**config.mk**
```make
export PLATFORM = sky130hd
export DESIGN_NAME = base32_stream_encoder_core_flat
export DESIGN_NICKNAME = d
export VERILOG_FILES = /design/src/design/b32e_pkg.sv /design/src/design/b32e_if.sv /design/src/design/b32e_slicer.sv /design/src/design/b32e_symbol_queue.sv /design/src/design/base32_stream_encoder_core.sv /design/src/flat_wrapper.sv
export SDC_FILE = /design/constraint.sdc
export NUM_CORES = 1
export LEC_CHECK = 0
export ABC_AREA = 1
export ABC_CLOCK_PERIOD_IN_PS = 3600
export BUFFER_PORTS_ARGS = -buffer_cell sky130_fd_sc_hd__buf_2
export CAP_MARGIN = 15
export CORE_MARGIN = 5
export CORE_UTILIZATION = 35
export CTS_CLUSTER_SIZE = 8
export DETAILED_ROUTE_END_ITERATION = 7
export HOLD_SLACK_MARGIN = 0.1
export PLACE_DENSITY = 0.6
export SLEW_MARGIN = 10
export SYNTH_ARGS = -nofsm -noshare
export SYNTH_HDL_FRONTEND = slang
export SYNTH_SLANG_ARGS = --single-unit
```
**constraint.sdc**
```tcl
create_clock -name clk -period 3.6 [get_ports clk]
set_input_delay 0.72 -clock clk [delete_from_list [all_inputs] [get_ports clk]]
set_output_delay 0.72 -clock clk [all_outputs]
set_load 0.01 [all_outputs]
```
**src/design/b32e_pkg.sv**
```systemverilog
// ----------------------------------------------------------------------------
// b32e_pkg
// Shared types, constants and the symbol alphabet of the base32 stream encoder.
// ----------------------------------------------------------------------------
package b32e_pkg;

  localparam int unsigned SymIdxW   = 5;
  localparam int unsigned SymW      = 7;
  localparam int unsigned GroupMax  = 3;
  localparam int unsigned LoBitsW   = 4;
  localparam int unsigned LoCntW    = 3;
  localparam int unsigned GrpCntW   = 2;
  localparam int unsigned GrpPosW   = 2;

  typedef logic [SymIdxW-1:0] sym_idx_t;
  typedef logic [SymW-1:0]    sym_char_t;

  typedef struct packed {
    sym_idx_t [GroupMax-1:0] sym;
    logic [GrpCntW-1:0]      cnt;
    logic                    last;
  } slice_t;

  function automatic sym_char_t b32e_char(input sym_idx_t idx);
    sym_char_t ch;
    case (idx)
      5'd0:    ch = 7'd65;
      5'd1:    ch = 7'd66;
      5'd2:    ch = 7'd67;
      5'd3:    ch = 7'd68;
      5'd4:    ch = 7'd69;
      5'd5:    ch = 7'd70;
      5'd6:    ch = 7'd71;
      5'd7:    ch = 7'd72;
      5'd8:    ch = 7'd73;
      5'd9:    ch = 7'd74;
      5'd10:   ch = 7'd75;
      5'd11:   ch = 7'd77;
      5'd12:   ch = 7'd78;
      5'd13:   ch = 7'd80;
      5'd14:   ch = 7'd81;
      5'd15:   ch = 7'd82;
      5'd16:   ch = 7'd83;
      5'd17:   ch = 7'd84;
      5'd18:   ch = 7'd85;
      5'd19:   ch = 7'd86;
      5'd20:   ch = 7'd87;
      5'd21:   ch = 7'd88;
      5'd22:   ch = 7'd89;
      5'd23:   ch = 7'd90;
      5'd24:   ch = 7'd50;
      5'd25:   ch = 7'd51;
      5'd26:   ch = 7'd52;
      5'd27:   ch = 7'd53;
      5'd28:   ch = 7'd54;
      5'd29:   ch = 7'd55;
      5'd30:   ch = 7'd56;
      default: ch = 7'd57;
    endcase
    return ch;
  endfunction

endpackage

```
**src/design/b32e_if.sv**
```systemverilog
// ----------------------------------------------------------------------------
// b32e_if
// Valid/ready channel interfaces for the byte input and the symbol output.
// ----------------------------------------------------------------------------
interface b32e_in_if;
  logic       valid;
  logic       ready;
  logic [7:0] data_byte;
  logic       last_byte;

  modport source (output valid, output data_byte, output last_byte, input ready);
  modport sink   (input valid, input data_byte, input last_byte, output ready);
endinterface

interface b32e_out_if;
  logic       valid;
  logic       ready;
  logic [6:0] symbol;
  logic       last_symbol;

  modport source (output valid, output symbol, output last_symbol, input ready);
  modport sink   (input valid, input symbol, input last_symbol, output ready);
endinterface

```
**src/design/b32e_slicer.sv**
```systemverilog
// ----------------------------------------------------------------------------
// b32e_slicer
// Joins a byte below the leftover bits and cuts it into 5-bit symbol indices.
// ----------------------------------------------------------------------------
module b32e_slicer
  import b32e_pkg::*;
(
  input  logic       clk,
  input  logic       rst_n,
  input  logic       take,
  input  logic [7:0] data_byte,
  input  logic       last_byte,
  output slice_t     slice
);

  logic [LoBitsW-1:0] lo_bits_r, lo_bits_nxt;
  logic [LoCntW-1:0]  lo_cnt_r, lo_cnt_nxt;
  logic [11:0]        acc;
  sym_idx_t           s0, s1, pad;
  logic [LoBitsW-1:0] rem_v;
  logic [LoCntW-1:0]  nrem;
  logic               two_full;

  always_comb begin
    acc      = 12'd0;
    s0       = '0;
    s1       = '0;
    pad      = '0;
    rem_v    = '0;
    nrem     = '0;
    two_full = 1'b0;
    case (lo_cnt_r)
      3'd0: begin
        acc   = {4'd0, data_byte};
        s0    = acc[7:3];
        rem_v = {1'b0, acc[2:0]};
        pad   = {acc[2:0], 2'b00};
        nrem  = 3'd3;
      end
      3'd1: begin
        acc   = {3'd0, lo_bits_r[0], data_byte};
        s0    = acc[8:4];
        rem_v = acc[3:0];
        pad   = {acc[3:0], 1'b0};
        nrem  = 3'd4;
      end
      3'd2: begin
        acc      = {2'd0, lo_bits_r[1:0], data_byte};
        s0       = acc[9:5];
        s1       = acc[4:0];
        two_full = 1'b1;
      end
      3'd3: begin
        acc      = {1'b0, lo_bits_r[2:0], data_byte};
        s0       = acc[10:6];
        s1       = acc[5:1];
        rem_v    = {3'd0, acc[0]};
        pad      = {acc[0], 4'd0};
        nrem     = 3'd1;
        two_full = 1'b1;
      end
      default: begin
        acc      = {lo_bits_r, data_byte};
        s0       = acc[11:7];
        s1       = acc[6:2];
        rem_v    = {2'd0, acc[1:0]};
        pad      = {acc[1:0], 3'd0};
        nrem     = 3'd2;
        two_full = 1'b1;
      end
    endcase
  end

  always_comb begin
    slice.sym[0] = s0;
    slice.sym[1] = two_full ? s1 : pad;
    slice.sym[2] = pad;
    slice.last   = last_byte;
    if (two_full) begin
      slice.cnt = (last_byte && nrem != '0) ? 2'd3 : 2'd2;
    end else begin
      slice.cnt = (last_byte && nrem != '0) ? 2'd2 : 2'd1;
    end
    lo_bits_nxt = lo_bits_r;
    lo_cnt_nxt  = lo_cnt_r;
    if (take) begin
      lo_bits_nxt = last_byte ? '0 : rem_v;
      lo_cnt_nxt  = last_byte ? '0 : nrem;
    end
  end

  always_ff @(posedge clk) begin
    if (!rst_n) begin
      lo_bits_r <= '0;
      lo_cnt_r  <= '0;
    end else begin
      lo_bits_r <= lo_bits_nxt;
      lo_cnt_r  <= lo_cnt_nxt;
    end
  end

endmodule

```
**src/design/b32e_symbol_queue.sv**
```systemverilog
// ----------------------------------------------------------------------------
// b32e_symbol_queue
// Holds the symbol group of one byte and sends it out one symbol per cycle while the output is ready.
// ----------------------------------------------------------------------------
module b32e_symbol_queue
  import b32e_pkg::*;
(
  input  logic      clk,
  input  logic      rst_n,
  input  logic      load,
  input  slice_t    slice,
  output logic      load_ready,
  output logic      out_valid,
  input  logic      out_ready,
  output sym_char_t out_symbol,
  output logic      out_last
);

  sym_idx_t [GroupMax-1:0] grp_sym_r, grp_sym_nxt;
  logic [GrpCntW-1:0]      grp_cnt_r, grp_cnt_nxt;
  logic [GrpPosW-1:0]      grp_pos_r, grp_pos_nxt;
  logic                    grp_last_r, grp_last_nxt;
  logic                    out_valid_r, out_valid_nxt;
  sym_char_t               out_sym_r, out_sym_nxt;
  logic                    out_last_r, out_last_nxt;
  logic                    pop;
  sym_idx_t                head;

  always_comb begin
    case (grp_pos_r)
      2'd0:    head = grp_sym_r[0];
      2'd1:    head = grp_sym_r[1];
      default: head = grp_sym_r[2];
    endcase
  end

  assign pop        = (grp_cnt_r != '0) && (!out_valid_r || out_ready);
  assign load_ready = (grp_cnt_r == '0) || ((grp_cnt_r == 2'd1) && pop);

  always_comb begin
    grp_sym_nxt   = grp_sym_r;
    grp_cnt_nxt   = grp_cnt_r;
    grp_pos_nxt   = grp_pos_r;
    grp_last_nxt  = grp_last_r;
    out_valid_nxt = out_valid_r;
    out_sym_nxt   = out_sym_r;
    out_last_nxt  = out_last_r;
    if (pop) begin
      out_valid_nxt = 1'b1;
      out_sym_nxt   = b32e_char(head);
      out_last_nxt  = grp_last_r && (grp_cnt_r == 2'd1);
      grp_cnt_nxt   = grp_cnt_r - 2'd1;
      grp_pos_nxt   = grp_pos_r + 2'd1;
    end else if (out_ready) begin
      out_valid_nxt = 1'b0;
    end
    if (load) begin
      grp_sym_nxt  = slice.sym;
      grp_cnt_nxt  = slice.cnt;
      grp_pos_nxt  = '0;
      grp_last_nxt = slice.last;
    end
  end

  always_ff @(posedge clk) begin
    if (!rst_n) begin
      grp_cnt_r   <= '0;
      grp_pos_r   <= '0;
      out_valid_r <= 1'b0;
    end else begin
      grp_cnt_r   <= grp_cnt_nxt;
      grp_pos_r   <= grp_pos_nxt;
      out_valid_r <= out_valid_nxt;
    end
  end

  always_ff @(posedge clk) begin
    grp_sym_r  <= grp_sym_nxt;
    grp_last_r <= grp_last_nxt;
    out_sym_r  <= out_sym_nxt;
    out_last_r <= out_last_nxt;
  end

  assign out_valid  = out_valid_r;
  assign out_symbol = out_sym_r;
  assign out_last   = out_last_r;

endmodule

```
**src/design/base32_stream_encoder_core.sv**
```systemverilog
// ----------------------------------------------------------------------------
// base32_stream_encoder_core
// The first symbol of a byte goes from the group register into the output register.
// Rate: one symbol per cycle from the group register while the output is ready, so a
// byte gives one to three symbols, about 1.6 on average over a long message.
// Reset (synchronous, active low) clears the leftover bits and all pending symbols.
// ----------------------------------------------------------------------------
module base32_stream_encoder_core
  import b32e_pkg::*;
(
  input  logic       clk,
  input  logic       rst_n,
  b32e_in_if.sink    in_bus,
  b32e_out_if.source out_bus
);

  slice_t slice;
  logic   take;
  logic   load_ready;

  assign take         = in_bus.valid && load_ready;
  assign in_bus.ready = load_ready;

  b32e_slicer u_slicer (
    .clk       (clk),
    .rst_n     (rst_n),
    .take      (take),
    .data_byte (in_bus.data_byte),
    .last_byte (in_bus.last_byte),
    .slice     (slice)
  );

  b32e_symbol_queue u_queue (
    .clk        (clk),
    .rst_n      (rst_n),
    .load       (take),
    .slice      (slice),
    .load_ready (load_ready),
    .out_valid  (out_bus.valid),
    .out_ready  (out_bus.ready),
    .out_symbol (out_bus.symbol),
    .out_last   (out_bus.last_symbol)
  );

endmodule

```
**src/flat_wrapper.sv**
```systemverilog
// flat-port wrapper written by rule: the top's interface ports become plain ports
module base32_stream_encoder_core_flat import b32e_pkg::*;
  (clk, rst_n, in_bus_valid, in_bus_data_byte, in_bus_last_byte, in_bus_ready, out_bus_valid, out_bus_symbol, out_bus_last_symbol, out_bus_ready);
  b32e_in_if in_bus_i ();
  b32e_out_if out_bus_i ();
  input  logic clk;
  input  logic rst_n;
  input wire logic [$bits(in_bus_i.valid)-1:0] in_bus_valid;
  input wire logic [$bits(in_bus_i.data_byte)-1:0] in_bus_data_byte;
  input wire logic [$bits(in_bus_i.last_byte)-1:0] in_bus_last_byte;
  output wire logic [$bits(in_bus_i.ready)-1:0] in_bus_ready;
  output wire logic [$bits(out_bus_i.valid)-1:0] out_bus_valid;
  output wire logic [$bits(out_bus_i.symbol)-1:0] out_bus_symbol;
  output wire logic [$bits(out_bus_i.last_symbol)-1:0] out_bus_last_symbol;
  input wire logic [$bits(out_bus_i.ready)-1:0] out_bus_ready;
  assign in_bus_i.valid = in_bus_valid;
  assign in_bus_i.data_byte = in_bus_data_byte;
  assign in_bus_i.last_byte = in_bus_last_byte;
  assign in_bus_ready = in_bus_i.ready;
  assign out_bus_valid = out_bus_i.valid;
  assign out_bus_symbol = out_bus_i.symbol;
  assign out_bus_last_symbol = out_bus_i.last_symbol;
  assign out_bus_i.ready = out_bus_ready;
  base32_stream_encoder_core u_core (.clk(clk), .rst_n(rst_n), .in_bus(in_bus_i), .out_bus(out_bus_i));
endmodule
```
; Yosys cells after proc, flatten, opt, wreduce, memory -nomap -nowiden
; Memory sizes are Yosys's and may differ from the RTL's. A register that Yosys moved wholly into a read port is not among the register bits.
; Cells that the tools add are included.
[totals]
ff_bits = 29
inputBits = 13
memories = 1
word_cells = 52
out_inout_bits = 10
mem_bits_ro = 224
[mem_list]
columns = memory, depth, width, read_ports, rd_ports_with_merged_regs, write_ports, line
row1 = (no name shown), 32, 7, 1, 1, 0, b32e_pkg.sv:26  ; case (idx)
[op_classes]
muxes = 16
eq_ne = 5
addsub = 2
n_reduce_logical = 17
bitwise_logic = 1
[op_table]
columns = op, n
row1 = $pmux 5 s4, 2
row2 = $pmux 5 s2, 2
row3 = $pmux 4 s4, 1
row4 = $pmux 3 s4, 1
row5 = $mux 2, 4
row6 = $eq 3x2->1 const B, 2
row7 = $reduce_bool 2->1, 3
row8 = $logic_and 1x1->1, 5
row9 = $mux 5, 1
row10 = $eq 2x1->1 const B, 2
row11 = $logic_not 2->1, 2
row12 = $mux 4, 1
row13 = $reduce_or 2->1, 2
row14 = $eq 3x1->1 const B, 1
row15 = $logic_not 3->1, 1
row16 = $mux 1, 3
row17 = $mux 3, 1
row18 = $reduce_bool 3->1, 1
row19 = $add 2x1->2 const B, 1
row20 = $logic_or 1x1->1, 2
row21 = $sub 2x1->2 const B, 1
row22 = $logic_not 1->1, 1
row23 = $not 1->1, 1

; Depth between registers and ports, before layout
; Gate-level depths: netlist (run 1).
[depth]
depth_word = 7
depth_mapped = 11
mapped_depth_nobuf = 11

; Modules after synthesis
; Synthesis (run 1) repeated with hierarchy kept, for this count alone.
[hier_totals]
cells_unflattened = 300
hier_area_um2 = 2317.2
[modules_own_cells]
columns = module, instances, cells_each, area_each_um2, seq_area_each_um2
row1 = b32e_symbol_queue, 1, 144, 1433.9, 820.8
row2 = b32e_slicer, 1, 154, 875.8, 140.1
row3 = base32_stream_encoder_core, 1, 2, 7.5, 0.0

; Worst setup path before layout (run 1)
; Ideal clock, no wire load.
[synth_path]
path_type = register to register
start = register u_core.u_queue.grp_pos_r[0]
end = register u_core.u_queue.out_sym_r[1], in the netlist u_core.u_queue.out_symbol[1], data pin
n_path_buf = 0
arrival_ns = 1.667
required_ns = 3.348
period_less_slack_ns = 1.919
path_slack_ns = 1.681
setup_time_ns = 0.252
path_stages_with_launch = 11
path_cell_list = dfxtp_1 inv_1 ha_1 nand2_1 nand2_1 a21oi_1 inv_1 ha_1 nand3_1 nand3_1 nand2_1
[synth_between]
elab_chain_len = 2
elab_cells_between_ends = 3
cone_classes = 1 x eq/ne / 1 x mux / 1 x reduce/logical
[synth_lines]
columns = item, line
row1 = start: declaration, b32e_symbol_queue.sv:21  ; logic [GrpPosW-1:0] grp_pos_r, grp_pos_nxt;
row2 = start signal: assignment, b32e_symbol_queue.sv:72  ; grp_pos_r <= grp_pos_nxt;
row3 = $eq 2x1->1 or $logic_not 2->1 (tied branches), b32e_symbol_queue.sv:30  ; case (grp_pos_r)
row4 = $pmux 5 s2 *, b32e_symbol_queue.sv:30
row5 = end: declaration, b32e_symbol_queue.sv:24  ; sym_char_t out_sym_r, out_sym_nxt;
; Every way passes the cells marked *; elsewhere a longest branch is shown, timed or not.
; A chain may end at the register's enable or synchronous reset.

; Worst setup path after layout (run 1)
; Ends and elaborated chain as after synthesis.

==> results of run 1 <==
[layout make-up]
cell class	instances	area, um2	area share
Multi-Input combinational cell	192	993	0.420
Sequential cell	35	931	0.394
Inverter	41	154	0.0651
Timing Repair Buffer	22	110	0.0466
Tap cell	75	93.8	0.0397
Clock buffer	6	72.6	0.0307
Clock inverter	2	8.76	0.00371
[logic make-up after synthesis]
family                     synth area share
adders and majority gates            0.0714
buffers and inverters                0.0845
and+or+nand+nor                       0.289
DFF                                   0.443
AOI/OAI and AO/OA                     0.113
[stage by stage]
stage	cells	power [mW]	utilization
after floorplan	271	1.50	-
after global placement	365	1.76	0.388
after detailed placement	365	1.77	0.388
after CTS	373	2.04	0.402
after global routing	373	2.22	0.402
final	373	2.01	0.402
[cells in the final DEF (no fill, tap or decap)]
| cell type | netlist | layout |
|---|---|---|
| inv_2 | 4 | 4 |
| nand2_2 | 5 | 5 |
| a22oi_1 | 1 | 1 |
| clkinv_2 | 0 | 1 |
| o21bai_1 | 1 | 1 |
| a31oi_1 | 1 | 1 |
| nor2_4 | 2 | 2 |
| o21ai_0 | 7 | 7 |
| ha_1 | 12 | 12 |
| dfxtp_1 | 12 | 12 |
| nand2_4 | 2 | 2 |
| a21oi_2 | 1 | 1 |
| inv_1 | 37 | 37 |
| buf_2 | 1 | 22 |
| nor3_1 | 1 | 1 |
| nor2_1 | 16 | 16 |
| nand2_1 | 89 | 89 |
| nand3b_1 | 2 | 2 |
| clkbuf_1 | 0 | 1 |
| clkinv_1 | 0 | 1 |
| nand4_1 | 2 | 2 |
| o22ai_1 | 8 | 8 |
| clkbuf_8 | 0 | 5 |
| edfxtp_1 | 23 | 23 |
| o221ai_1 | 1 | 1 |
| nor2_2 | 3 | 3 |
| nand3_1 | 17 | 17 |
| o22ai_2 | 1 | 1 |
| o21ai_1 | 5 | 5 |
| a21oi_1 | 15 | 15 |
[flip-flops by register name (all words and copies together) (netlist names)]
register	count
u_core.u_queue.grp_pos_r	2
u_core.u_queue.out_valid	1
u_core.u_queue.out_last	1
u_core.u_queue.out_symbol	7
u_core.u_slicer.lo_bits_r	4
u_core.u_queue.grp_last_r	1
u_core.u_queue.grp_sym_r	14
u_core.u_queue.grp_cnt_r	2
u_core.u_slicer.lo_cnt_r	3
[routing by layer]
layer  GRT usage  share of wire  vias up
met2       0.205           0.47       41
met1       0.151           0.46      792
met5           0              0        -
met4      0.0418          0.017        0
met3      0.0360          0.052        6
li1            -              -      932
[report_power, final]
part	total (mW)	switching, mW	internal, mW	leakage [nW]
clock network	0.265	0.132	0.133	0.0426
registers	0.706	0.0585	0.648	0.320
logic	1.04	0.693	0.349	0.744
[worst max-delay path, delay by kind of cell, from the launching register on]
kind,cells,cell delay [ps]
compound gates,1,330
fa+ha+maj,2,620
buf+inv,2,230
simple gates,5,360
flops,1,350
[worst max path at each step]
stage                                               to  slack, ps                        start
final                     u_core.u_queue.out_symbol[1]       1480  u_core.u_queue.grp_pos_r[0]
after global routing      u_core.u_queue.out_symbol[1]       1270  u_core.u_queue.grp_pos_r[0]
after CTS                 u_core.u_queue.out_symbol[1]       1460  u_core.u_queue.grp_pos_r[0]
after detailed placement  u_core.u_queue.out_symbol[1]       1470  u_core.u_queue.grp_pos_r[0]
after global placement     u_core.u_queue.grp_sym_r[7]       1510                out_bus_ready
after floorplan           u_core.u_queue.out_symbol[1]       1680  u_core.u_queue.grp_pos_r[0]
==> impl_summary.log, run 1 <==
INFO  metric worst_ir_drop_vdd = 0.000334 V
INFO  metric port_buffers = 22
INFO  metric synth.cell_area = 2100 um2
INFO  metric finish.net_count = 322
INFO  metric synth_async_sr_flop_share = 0
INFO  metric htreeDepth = 2
INFO  metric synth_flop_cell = edfxtp_1
INFO  metric critPathSlowestCell = dfxtp_1
INFO  metric cts_tree = yes
INFO  metric critPathLaunchType = flop
INFO  metric gp_congestion = 0.909
INFO  metric synth.lib_cells_used.distinct = 28
INFO  metric run_status = finished, final reports clean
INFO  metric global_route_usage_over_all_layers = 0.123
INFO  metric drv_slew = 0
INFO  metric tns = 0 ps
INFO  metric clk_transition_reported_paths = 70 ps
INFO  metric critPathArrivalTime = 2160 ps
INFO  metric floorplan.initialDensity = 0.357
INFO  metric yosys.area.top_type = edfxtp_1
INFO  metric worst_path_largest_cell_delay = 350 ps
INFO  metric timing.final.crit_period = 2120 ps
INFO  metric timing_worst_slew_pin_value = 839 ps
INFO  metric reg2reg_setup_slack = 1480 ps
INFO  metric filler_cell_count = 636
INFO  metric detail_route.first_pass.iterations = 4
INFO  metric tritoncts.num_buffers = 5
INFO  metric post_synth_inst_count = 271
INFO  metric timing.critical_path.cells = inv_1, ha_1, nand2_1, nand2_1, a21oi_1, inv_1, ha_1, nand3_1, nand3_1, nand2_1
INFO  metric detail_route.vias_per_cell = 4.75
INFO  metric netlist_top_cells_area = edfxtp_1 33%, nand2_1 16%, dfxtp_1 11%, ha_1 7.1%, inv_1 6.6%
INFO  metric synthTopCellsByCount = 89 x nand2_1, 37 x inv_1, 23 x edfxtp_1
INFO  metric cts-root-buf = clkbuf_8
INFO  metric global_route_wire_length_before_repair = 7400 um
INFO  metric post_cts_hold_buffer_count = 0
INFO  metric post_route_cells_drive_above_1_share = 0.154
INFO  metric ios = 23
INFO  metric post-synth-top-area-fraction = 0.329
INFO  metric setup_violations = 0
INFO  metric setup_repair_after_global_routing_missed_its_margin = no
INFO  metric antenna-diode-count = 0
INFO  metric synth_warnings = 0
INFO  metric power_per_cell_area = 852 nW/um2
INFO  metric crit_path_end_kind = flop
INFO  metric worst_hold_path_type = reg -> reg
INFO  metric routed_wl = 4360 um
INFO  metric maximum_number_of_pins_on_one_net_before_global_route_repair = 27
INFO  metric cell_with_the_most_instances_after_synthesis = nand2_1
INFO  metric timing.max_cap.violations = 0
INFO  metric final_period_utilization = 0.588
INFO  metric clockBufferDepth = 2
INFO  metric drt_drc_violations_left = 0
INFO  metric r2r-start = u_core.u_queue.grp_pos_r[0]
INFO  metric p_leak = 1.11 nW
INFO  metric dpl_cell_area = 2280 um2
INFO  metric first_iter_violations = 51
INFO  metric criticalPathCategory = reg -> reg
INFO  metric die_area = 7660 um2
INFO  metric post_drt_wl_per_cell = 11.7 um
INFO  metric row_count = 28
INFO  metric globalRoute.totalOverflow = 0
INFO  metric cts_resized = 0
INFO  metric num_vias = 1771
INFO  metric pre_cts_slack = 1470 ps
INFO  metric crit_path_frequent_cell = nand2_1
INFO  metric synthesis.nets = 296
INFO  metric antenna_found_initial = 0
INFO  metric clock_sink_count = 35
INFO  metric coreArea = 5890 um2
INFO  metric yosysSeqAreaShare = 0.443
INFO  metric hold_path_end = u_core.u_slicer.lo_bits_r[3]
INFO  metric hold_viol_final = 0
INFO  metric cts_setup_buffers = 0
INFO  metric r2r-end = u_core.u_queue.out_symbol[1]
INFO  metric min_from = u_core.u_slicer.lo_bits_r[3]
INFO  metric die_width = 87.5 um
INFO  metric worst_r2r_path_depth = 10
INFO  metric syn2layout_area_growth = 12.4%
INFO  metric dp_hpwl = 3380 um
INFO  metric hold-worst-slack = 452 ps
INFO  metric first_global_vias = 1667
INFO  metric die-height = 87.5 um
INFO  metric clkLatencyLatePin = 280 ps
INFO  metric antenna_left = 0
INFO  metric hold_depth = 2
INFO  metric critPathRequiredTime = 3640 ps
INFO  metric worst_clock_skew = 2.23 ps
INFO  metric timing.fmax = 472 MHz
INFO  metric synth-seq-cells = 35
INFO  metric max_transition_margin = 0.440
INFO  metric synth_edf_count = 23
INFO  metric layout_setup_ws = 1480 ps
INFO  metric syn-mean-instance-area = 7.76 um2
INFO  metric final_cell_area = 2360 um2
INFO  metric critical_path_peak_fanout = 6
(Power assumes the default switching activity.)
==> inputs of run 2 (changes only) <==
--- a/config.mk
+++ b/config.mk
@@ -5,8 +5,8 @@
 export SDC_FILE = /design/constraint.sdc
 export NUM_CORES = 1
 export LEC_CHECK = 0
-export ABC_AREA = 1
-export ABC_CLOCK_PERIOD_IN_PS = 3600
+export ABC_AREA = 0
+export ABC_CLOCK_PERIOD_IN_PS = 1800
 export BUFFER_PORTS_ARGS = -buffer_cell sky130_fd_sc_hd__buf_2
 export CAP_MARGIN = 15
 export CORE_MARGIN = 5
@@ -14,7 +14,7 @@
 export CTS_CLUSTER_SIZE = 8
 export DETAILED_ROUTE_END_ITERATION = 7
 export HOLD_SLACK_MARGIN = 0.1
-export PLACE_DENSITY = 0.6
+export PLACE_DENSITY = 0.62
 export SLEW_MARGIN = 10
 export SYNTH_ARGS = -nofsm -noshare
 export SYNTH_HDL_FRONTEND = slang
==> constraint.sdc (replaced) <==
create_clock -name clk -period 1.8 [get_ports clk]
set_input_delay 0.36 -clock clk [delete_from_list [all_inputs] [get_ports clk]]
set_output_delay 0.36 -clock clk [all_outputs]
set_load 0.01 [all_outputs]
==> run 2 against run 1 <==
- critical path type unchanged
- combinational power grew to 3.5 times the previous value
- maximum frequency grew 7.8%
- the flow now finishes with violations (negative setup slack)
- synthesized area grew 0.71%
- cell area grew 22%
- global-route usage grew 0.57 points
- utilization grew 8.7 points
- worst setup slack lost 1600 ps
- sequential share of layout area shrank 6.9 points
==> impl_summary.log, run 2 <==
INFO  metric first_iter_violations = 44 (-14%)
INFO  metric gp_congestion = 0.821 (-9.7%)
INFO  metric routed_wl = 4740 um (+8.8%)
INFO  metric critical_path_cell_count = 10 (unchanged)
INFO  metric cell_with_the_most_instances_after_synthesis = edfxtp_1
INFO  metric num_vias = 1706 (-3.7%)
INFO  metric htreeDepth = 2 (unchanged)
INFO  metric reg2reg_setup_slack = -160 ps (-1650 ps)
INFO  metric antenna_found_initial = 0 (unchanged)
INFO  metric worst_ir_drop_vdd = 0.00101 V (+200%)
INFO  metric synth_async_sr_flop_share = 0 (unchanged)
INFO  metric antenna_left = 0 (unchanged)
INFO  metric timing.critical_path.cells = inv_2, ha_4, buf_6, nor2_4, a21oi_4, inv_2, ha_4, or3b_1, a31oi_1, o22ai_1
INFO  metric syn2layout_area_growth = 35.9%
INFO  metric r2r-start = u_core.u_queue.grp_pos_r[0]
INFO  metric power.combinational.fraction = 0.649 (+0.131)
INFO  metric number_of_cells_in_the_finished_layout_apart_from_fillers = 332 (-11%)
INFO  metric floorplan.initialDensity = 0.360 (+0.00255)
INFO  metric synthTopCellsByCount = 23 x edfxtp_1, 16 x mux2i_1, 16 x o21ai_0
INFO  metric antenna-diode-count = 0 (unchanged)
INFO  metric coreArea = 5890 um2 (unchanged)
INFO  metric placed_cells_incl_taps = 316 (-13%)
INFO  metric switching_share = 0.395 (-0.0437)
INFO  metric die-height = 87.8 um (+0.32%)
INFO  metric post-synth-top-area-fraction = 0.326 (-0.00233)
INFO  metric ios = 23 (unchanged)
INFO  metric pre_cts_slack = -192 ps (-1660 ps)
INFO  metric critical_path.endpoint = u_core.u_queue.out_symbol[2]
INFO  metric cts-root-buf = clkbuf_8
INFO  metric r2r-end = u_core.u_queue.out_symbol[2]
INFO  metric critPathLaunchType = flop
INFO  metric dp_hpwl = 3570 um (+5.5%)
INFO  metric die_width = 87.8 um (+0.32%)
INFO  metric post_drt_wl_per_cell = 14.3 um (+22%)
INFO  metric drt_drc_violations_left = 0 (unchanged)
INFO  metric run_status = finished, violations left
INFO  metric timing.final.crit_period = 1960 ps (-152 ps)
INFO  metric max_transition_margin = 0.684 (+0.243)
INFO  metric port_buffers = 22 (unchanged)
INFO  metric synth.lib_cells_used.distinct = 48 (+71%)
INFO  metric global_route_wire_length_before_repair = 7670 um (+3.7%)
INFO  metric worst-path-buf-inv = 3 (+1)
INFO  metric final_cell_mix = 34 x buf_4, 23 x edfxtp_1, 22 x buf_2, 15 x mux2i_1, 12 x o21ai_0
INFO  metric detail_route.first_pass.iterations = 4 (unchanged)
INFO  metric clock_sink_count = 35 (unchanged)
INFO  metric failing_checks = negative setup slack
INFO  metric netlist_top_cells_area = edfxtp_1 33%, dfxtp_1 11%, mux2i_1 7.6%, ha_1 7.1%, mux2_2 5.3%
INFO  metric tritoncts.num_buffers = 5 (unchanged)
INFO  metric clk_transition_reported_paths = 80 ps (about the same)
INFO  metric drv_slew = 0 (unchanged)
INFO  metric startpoint = u_core.u_queue.grp_pos_r[0]
INFO  metric worst_r2r_path_depth = 10 (unchanged)
INFO  metric power_per_cell_area = 1950 nW/um2 (+130%)
INFO  metric row_count = 28 (unchanged)
INFO  metric critPathArrivalTime = 2000 ps (-160 ps)
INFO  metric post_cts_hold_buffer_count = 0 (unchanged)
INFO  metric yosysSeqAreaShare = 0.440 (-0.00314)
INFO  metric clkLatencyLatePin = 290 ps (about the same)
INFO  metric synth_edf_count = 23 (unchanged)
INFO  metric power.clock.fraction = 0.100 (-0.031)
INFO  metric detail_route.vias_per_cell = 5.14 (+8.2%)
INFO  metric post_route_cells_drive_above_1_share = 0.479 (+0.324)
INFO  metric sequentialPowerShare = 0.250 (-0.101)
INFO  metric cellInternalPower = 3.40 mW (+200%)
INFO  metric setup_violations = 4 (+4)
INFO  metric hold-worst-slack = 310 ps (-142 ps)
INFO  metric worst_path_largest_cell_delay = 350 ps (about the same)
INFO  metric synthesis.nets = 224 (-24%)
INFO  metric timing_worst_slew_pin_value = 473 ps (-365 ps)
INFO  metric timing.fmax = 509 MHz (+7.8%)
INFO  metric first_global_vias = 1686 (+1.1%)
INFO  metric largest-register = u_core.u_queue.grp_sym_r
INFO  metric clockBufferDepth = 2 (unchanged)
INFO  metric worst_hold_path_type = in -> reg
INFO  metric worst_clock_skew = 11.2 ps (+8.99 ps)
INFO  metric post_synth_inst_count = 199 (-27%)
INFO  metric critPathSlowestCell = dfxtp_2
INFO  metric synth-seq-cells = 35 (unchanged)
INFO  metric criticalPathCategory = reg -> reg
INFO  metric critPathRequiredTime = 1840 ps (-1800 ps)
INFO  metric critical-path-top-delay-family = simple AND/OR/NAND/NOR gates
INFO  metric maximum_number_of_pins_on_one_net_before_global_route_repair = 19 (-30%)
INFO  metric synth.cell_area = 2120 um2 (+0.71%)
INFO  metric setup_repair_after_global_routing_missed_its_margin = yes
INFO  metric finish.net_count = 281 (-13%)
INFO  metric mostFrequentLayoutCell = buf_4
INFO  metric synth_flop_cell = edfxtp_1
INFO  metric final_period_utilization = 1.09 (+0.504)
INFO  metric crit_path_end_kind = flop
INFO  metric layout_setup_ws = -165 ps (-1650 ps)
INFO  metric p_switching = 2.22 mW (+150%)
INFO  metric synth_warnings = 0 (unchanged)
INFO  metric die_area = 7700 um2 (+0.64%)
INFO  metric syn-mean-instance-area = 10.6 um2 (+37%)
INFO  metric cts_tree = yes
INFO  metric global_route_usage_over_all_layers = 0.129 (+0.00568)
INFO  metric yosys.area.top_type = edfxtp_1
INFO  metric largest_reg_flops = 14 (unchanged)
INFO  metric globalRoute.totalOverflow = 0 (unchanged)
INFO  metric p_leak = 1.07 nW (-3.6%)
INFO  metric power.total = 5.62 mW (+180%)
INFO  metric timing.max_cap.violations = 0 (unchanged)
INFO  metric critical_path_peak_fanout = 5 (-1)
INFO  metric hold_viol_final = 0 (unchanged)
-- run 2: logic make-up (layout without fill, tap and decap cells) --
kind of cell	after synthesis	in the layout	share of synthesized area
AO/OA/AOI/OAI	53	53	0.170
XOR/XNOR	2	2	0.00828
adder cells (fa/ha/maj)	12	12	0.0709
buffers and inverters	21	79	0.0437
flip-flops	35	35	0.440
multiplexers	27	27	0.139
AND/OR/NAND/NOR	49	49	0.128
-- run 2: metrics by stage --
step / TNS [ps] / util / area, um2
final: -388 / 0.489 / 2880
after global routing: -915 / 0.489 / 2880
after CTS: -356 / 0.463 / 2730
after detailed placement: -668 / 0.435 / 2560
after global placement: -522 / 0.435 / 2560
after floorplan: -392 / - / 2190
-- run 2: cell type report --
class / instances / area, um2
clock inverters: 3 / 17.5
repair buffers: 60 / 410
multi-input cells: 143 / 1310
clock buffers: 5 / 68.8
flip-flops and latches: 35 / 935
inverters: 11 / 41.3
well taps: 75 / 93.8
fillers: 548 / 3010
-- run 2: per-layer routing --
| layer | vias up | wire [um] | track usage | share of wire |
|---|---|---|---|---|
| met4 | 0 | 130 | 0.0544 | 0.027 |
| met3 | 10 | 209 | 0.0376 | 0.044 |
| met2 | 38 | 2520 | 0.228 | 0.53 |
| met1 | 798 | 1890 | 0.143 | 0.40 |
| li1 | 860 | - | - | - |
| met5 | - | 0 | 0 | 0 |
-- run 2: worst min-delay path by stage --
stage / startpoint / endpoint / slack (ps) / depth (start not counted)
CTS: rst_n / u_core.u_queue.grp_cnt_r[1] / 300 / 2
finish: rst_n / u_core.u_queue.grp_cnt_r[1] / 310 / 2
global placement: u_core.u_slicer.lo_bits_r[3] / u_core.u_slicer.lo_bits_r[3] / 470 / 2
global route: rst_n / u_core.u_queue.grp_cnt_r[0] / 300 / 2
detailed placement: u_core.u_slicer.lo_bits_r[3] / u_core.u_slicer.lo_bits_r[3] / 480 / 2
floorplan: u_core.u_slicer.lo_bits_r[3] / u_core.u_slicer.lo_bits_r[3] / 450 / 2
-- run 2: what timing repair did --
| action | in CTS | in global routing |
|---|---|---|
| buffers inserted | 2 | 6 |
| resized for setup | 12 | 28 |
| gates cloned | 0 | 0 |
| endpoints found under the setup margin | 7 | 6 |
| pin swaps | 2 | 10 |
-- run 2: power by group through the flow --
stage	sequential, mW	clock [mW]	combinational [mW]
floorplan	1.44	0	1.83
global placement	1.41	0	2.85
detailed placement	1.42	0	2.89
CTS	1.40	0.584	3.14
global route	1.44	0.620	3.97
finish	1.41	0.564	3.64
==> inputs of run 3 (changes only) <==
--- a/config.mk
+++ b/config.mk
@@ -9,6 +9,7 @@
 export ABC_CLOCK_PERIOD_IN_PS = 1800
 export BUFFER_PORTS_ARGS = -buffer_cell sky130_fd_sc_hd__buf_2
 export CAP_MARGIN = 15
+export CORE_ASPECT_RATIO = 0.7
 export CORE_MARGIN = 5
 export CORE_UTILIZATION = 35
 export CTS_CLUSTER_SIZE = 8
==> run 3 against run 2 <==
- the flow still finishes with violations (negative setup slack)
- non-clock buffer count fell by 7
- critical path depth shrank 1
- count of clock-buffer cells in the layout increased by 1
- clock power grew 16%
- sequential power hardly changed
- cell area is 2.3% lower
- worst hold slack lost 13 ps
- global-route usage grew 0.65 points
- first-iteration DRC count grew to 3.6 times the previous value
- register-to-register slack lost 40 ps
- sequential share of layout area grew 0.94 points
- critical path type unchanged
- critical endpoint is now u_core.u_queue.out_symbol[0]
==> impl_summary.log, run 3 (synthesis gave the netlist of run 2 again) <==
INFO  metric first_global_vias = 1603 (-4.9%)
INFO  metric coreArea = 5780 um2 (-1.7%)
INFO  metric pre_cts_slack = -269 ps (-76.8 ps)
INFO  metric placed_cells_incl_taps = 315 (-0.32%)
INFO  metric tns = -614 ps (-226 ps)
INFO  metric critPathLaunchType = flop
INFO  metric global_route_wire_length_before_repair = 8000 um (+4.3%)
INFO  metric largest_reg_flops = 14 (unchanged)
INFO  metric largest-register = u_core.u_queue.grp_sym_r
INFO  metric worst_clock_skew = 9.66 ps (-1.56 ps)
INFO  metric detail_route.vias_per_cell = 5.16 (+0.36%)
INFO  metric critPathArrivalTime = 2040 ps (+40 ps)
INFO  metric worst_ir_drop_vdd = 0.000657 V (-35%)
INFO  metric drv_slew = 0 (unchanged)
INFO  metric detail_route.first_pass.iterations = 4 (unchanged)
INFO  metric critical_path_peak_fanout = 4 (-1)
INFO  metric antenna_found_initial = 0 (unchanged)
INFO  metric floorplan.initialDensity = 0.366 (+0.00630)
INFO  metric multi_input_combinational_cell_area = 1270 um2 (-3.1%)
INFO  metric run_status = finished, violations left
INFO  metric hold-worst-slack = 297 ps (-12.9 ps)
INFO  metric power.total = 5.36 mW (-4.5%)
INFO  metric globalRoute.busiestLayer = met1
INFO  metric max_transition_margin = 0.670 (-0.0132)
INFO  metric syn2layout_area_growth = 32.8%
INFO  metric finish.net_count = 274 (-2.5%)
INFO  metric setup_violations = 4 (unchanged)
INFO  metric timing.final.crit_period = 2000 ps (+39.3 ps)
INFO  metric ff_latch_area = 940 um2 (+0.54%)
INFO  metric routed_wl = 4810 um (+1.3%)
INFO  metric htreeDepth = 2 (unchanged)
INFO  metric cts-root-buf = clkbuf_8
INFO  metric p_leak = 1.04 nW (-2.1%)
INFO  metric criticalPathCategory = reg -> reg
INFO  metric mostFrequentLayoutCell = buf_4
INFO  metric failing_checks = negative setup slack
INFO  metric post_route_cells_drive_above_1_share = 0.440 (-0.0386)
INFO  metric timing.critical_path.cells = inv_2, ha_4, a22o_1, a21oi_4, inv_2, buf_4, ha_4, a2111oi_4, a211oi_2
INFO  metric num_vias = 1676 (-1.8%)
INFO  metric gp_congestion = 0.837 (+1.9%)
INFO  metric final_core_util = 0.486 (-0.00290)
INFO  metric drt_drc_violations_left = 0 (unchanged)
INFO  metric first_iter_violations = 159 (+260%)
INFO  metric grt_util_met2 = 0.181 (-0.0476)
INFO  metric die-height = 75.1 um (-14%)
INFO  metric timing.fmax = 499 MHz (-2.0%)
INFO  metric power_per_cell_area = 1910 nW/um2 (-2.2%)
INFO  metric number_of_cells_in_the_finished_layout_apart_from_fillers = 325 (-2.1%)
INFO  metric antenna_left = 0 (unchanged)
INFO  metric clk_transition_reported_paths = 80 ps (about the same)
INFO  metric post_drt_wl_per_cell = 14.8 um (+3.5%)
INFO  metric die_width = 103 um (+17%)
INFO  metric dp_hpwl = 3600 um (+0.94%)
INFO  metric setup_repair_after_global_routing_missed_its_margin = yes
INFO  metric row_count = 23 (-18%)
INFO  metric global_route_usage_over_all_layers = 0.135 (+0.00647)
INFO  metric clkLatencyLatePin = 290 ps (about the same)
INFO  metric cts_tree = yes
INFO  metric timing.max_cap.violations = 0 (unchanged)
INFO  metric die_area = 7730 um2 (+0.32%)
INFO  metric critPathRequiredTime = 1830 ps (about the same)
INFO  metric antenna-diode-count = 0 (unchanged)
INFO  metric reg2reg_setup_slack = -200 ps (-40 ps)
INFO  metric crit_path_end_kind = flop
INFO  metric final_period_utilization = 1.11 (+0.0218)
INFO  metric tritoncts.num_buffers = 5 (unchanged)
INFO  metric hold_viol_final = 0 (unchanged)
INFO  metric post_cts_hold_buffer_count = 0 (unchanged)
INFO  metric final_cell_mix = 29 x buf_4, 23 x edfxtp_1, 21 x buf_2, 16 x mux2i_1, 15 x o21ai_0
INFO  metric final_cell_area = 2810 um2 (-2.3%)
INFO  metric ios = 23 (unchanged)
INFO  metric worst_hold_path_type = in -> reg
INFO  metric clock_sink_count = 35 (unchanged)
INFO  metric layout_setup_ws = -204 ps (-39.3 ps)
INFO  metric worst_path_largest_cell_delay = 370 ps (+20 ps)
INFO  metric use_met1 = 0.210 (+0.0674)
INFO  metric globalRoute.totalOverflow = 0 (unchanged)
INFO  metric dpl_cell_area = 2550 um2 (-0.29%)
INFO  metric timing_worst_slew_pin_value = 493 ps (+19.8 ps)
INFO  metric clockBufferDepth = 2 (unchanged)
INFO  metric filler_cell_count = 529 (-3.5%)
INFO  metric port_buffers = 22 (unchanged)
INFO  metric critPathSlowestCell = dfxtp_4
INFO  metric grt_met3_usage = 0.0306 (-0.00707)
INFO  metric maximum_number_of_pins_on_one_net_before_global_route_repair = 19 (unchanged)
[run 3: where the power goes]
group	switching, mW	internal (mW)	total [mW]
registers	0.134	1.29	1.42
clock network	0.299	0.356	0.656
logic	1.68	1.61	3.29
total	2.12	3.25	5.36
[run 3: layer usage]
| layer | wire length, um | vias to the layer above |
|---|---|---|
| met5 | 0 | - |
| met4 | 38 | 0 |
| met3 | 242 | 5 |
| met2 | 1970 | 35 |
| met1 | 2550 | 792 |
| li1 | - | 844 |
[run 3: what timing repair did]
item,CTS,global route
endpoints found under the setup margin,8,23
pin swaps,5,6
buffers inserted,2,0
gates resized for setup,14,15
endpoints found under the hold margin,0,0
[run 3: area by class of cell]
type                    count  area share
clock inverters             2     0.00490
flip-flops and latches     35       0.334
repair buffers             53       0.127
well taps                  75      0.0334
clock buffers               6      0.0334
inverters                  11      0.0156
multi-input cells         143       0.452
[run 3: worst max-delay path: cells and delay by family, from the launching register on]
kind | cells | cell delay (ps)
adder cells (fa/ha/maj) | 2 | 330
buffers and inverters | 3 | 240
flip-flops | 1 | 370
AO/OA/AOI/OAI | 4 | 810
[run 3: worst paths after layout]
check / depth (start not counted) / start / end
worst min register to register: 2 / u_core.u_slicer.lo_bits_r[3] / u_core.u_slicer.lo_bits_r[3]
worst max-delay path: 9 / u_core.u_queue.grp_pos_r[0] / u_core.u_queue.out_symbol[0]
worst min-delay path: 2 / rst_n / u_core.u_queue.grp_cnt_r[1]
worst max register to register: 9 / u_core.u_queue.grp_pos_r[0] / u_core.u_queue.out_symbol[0]
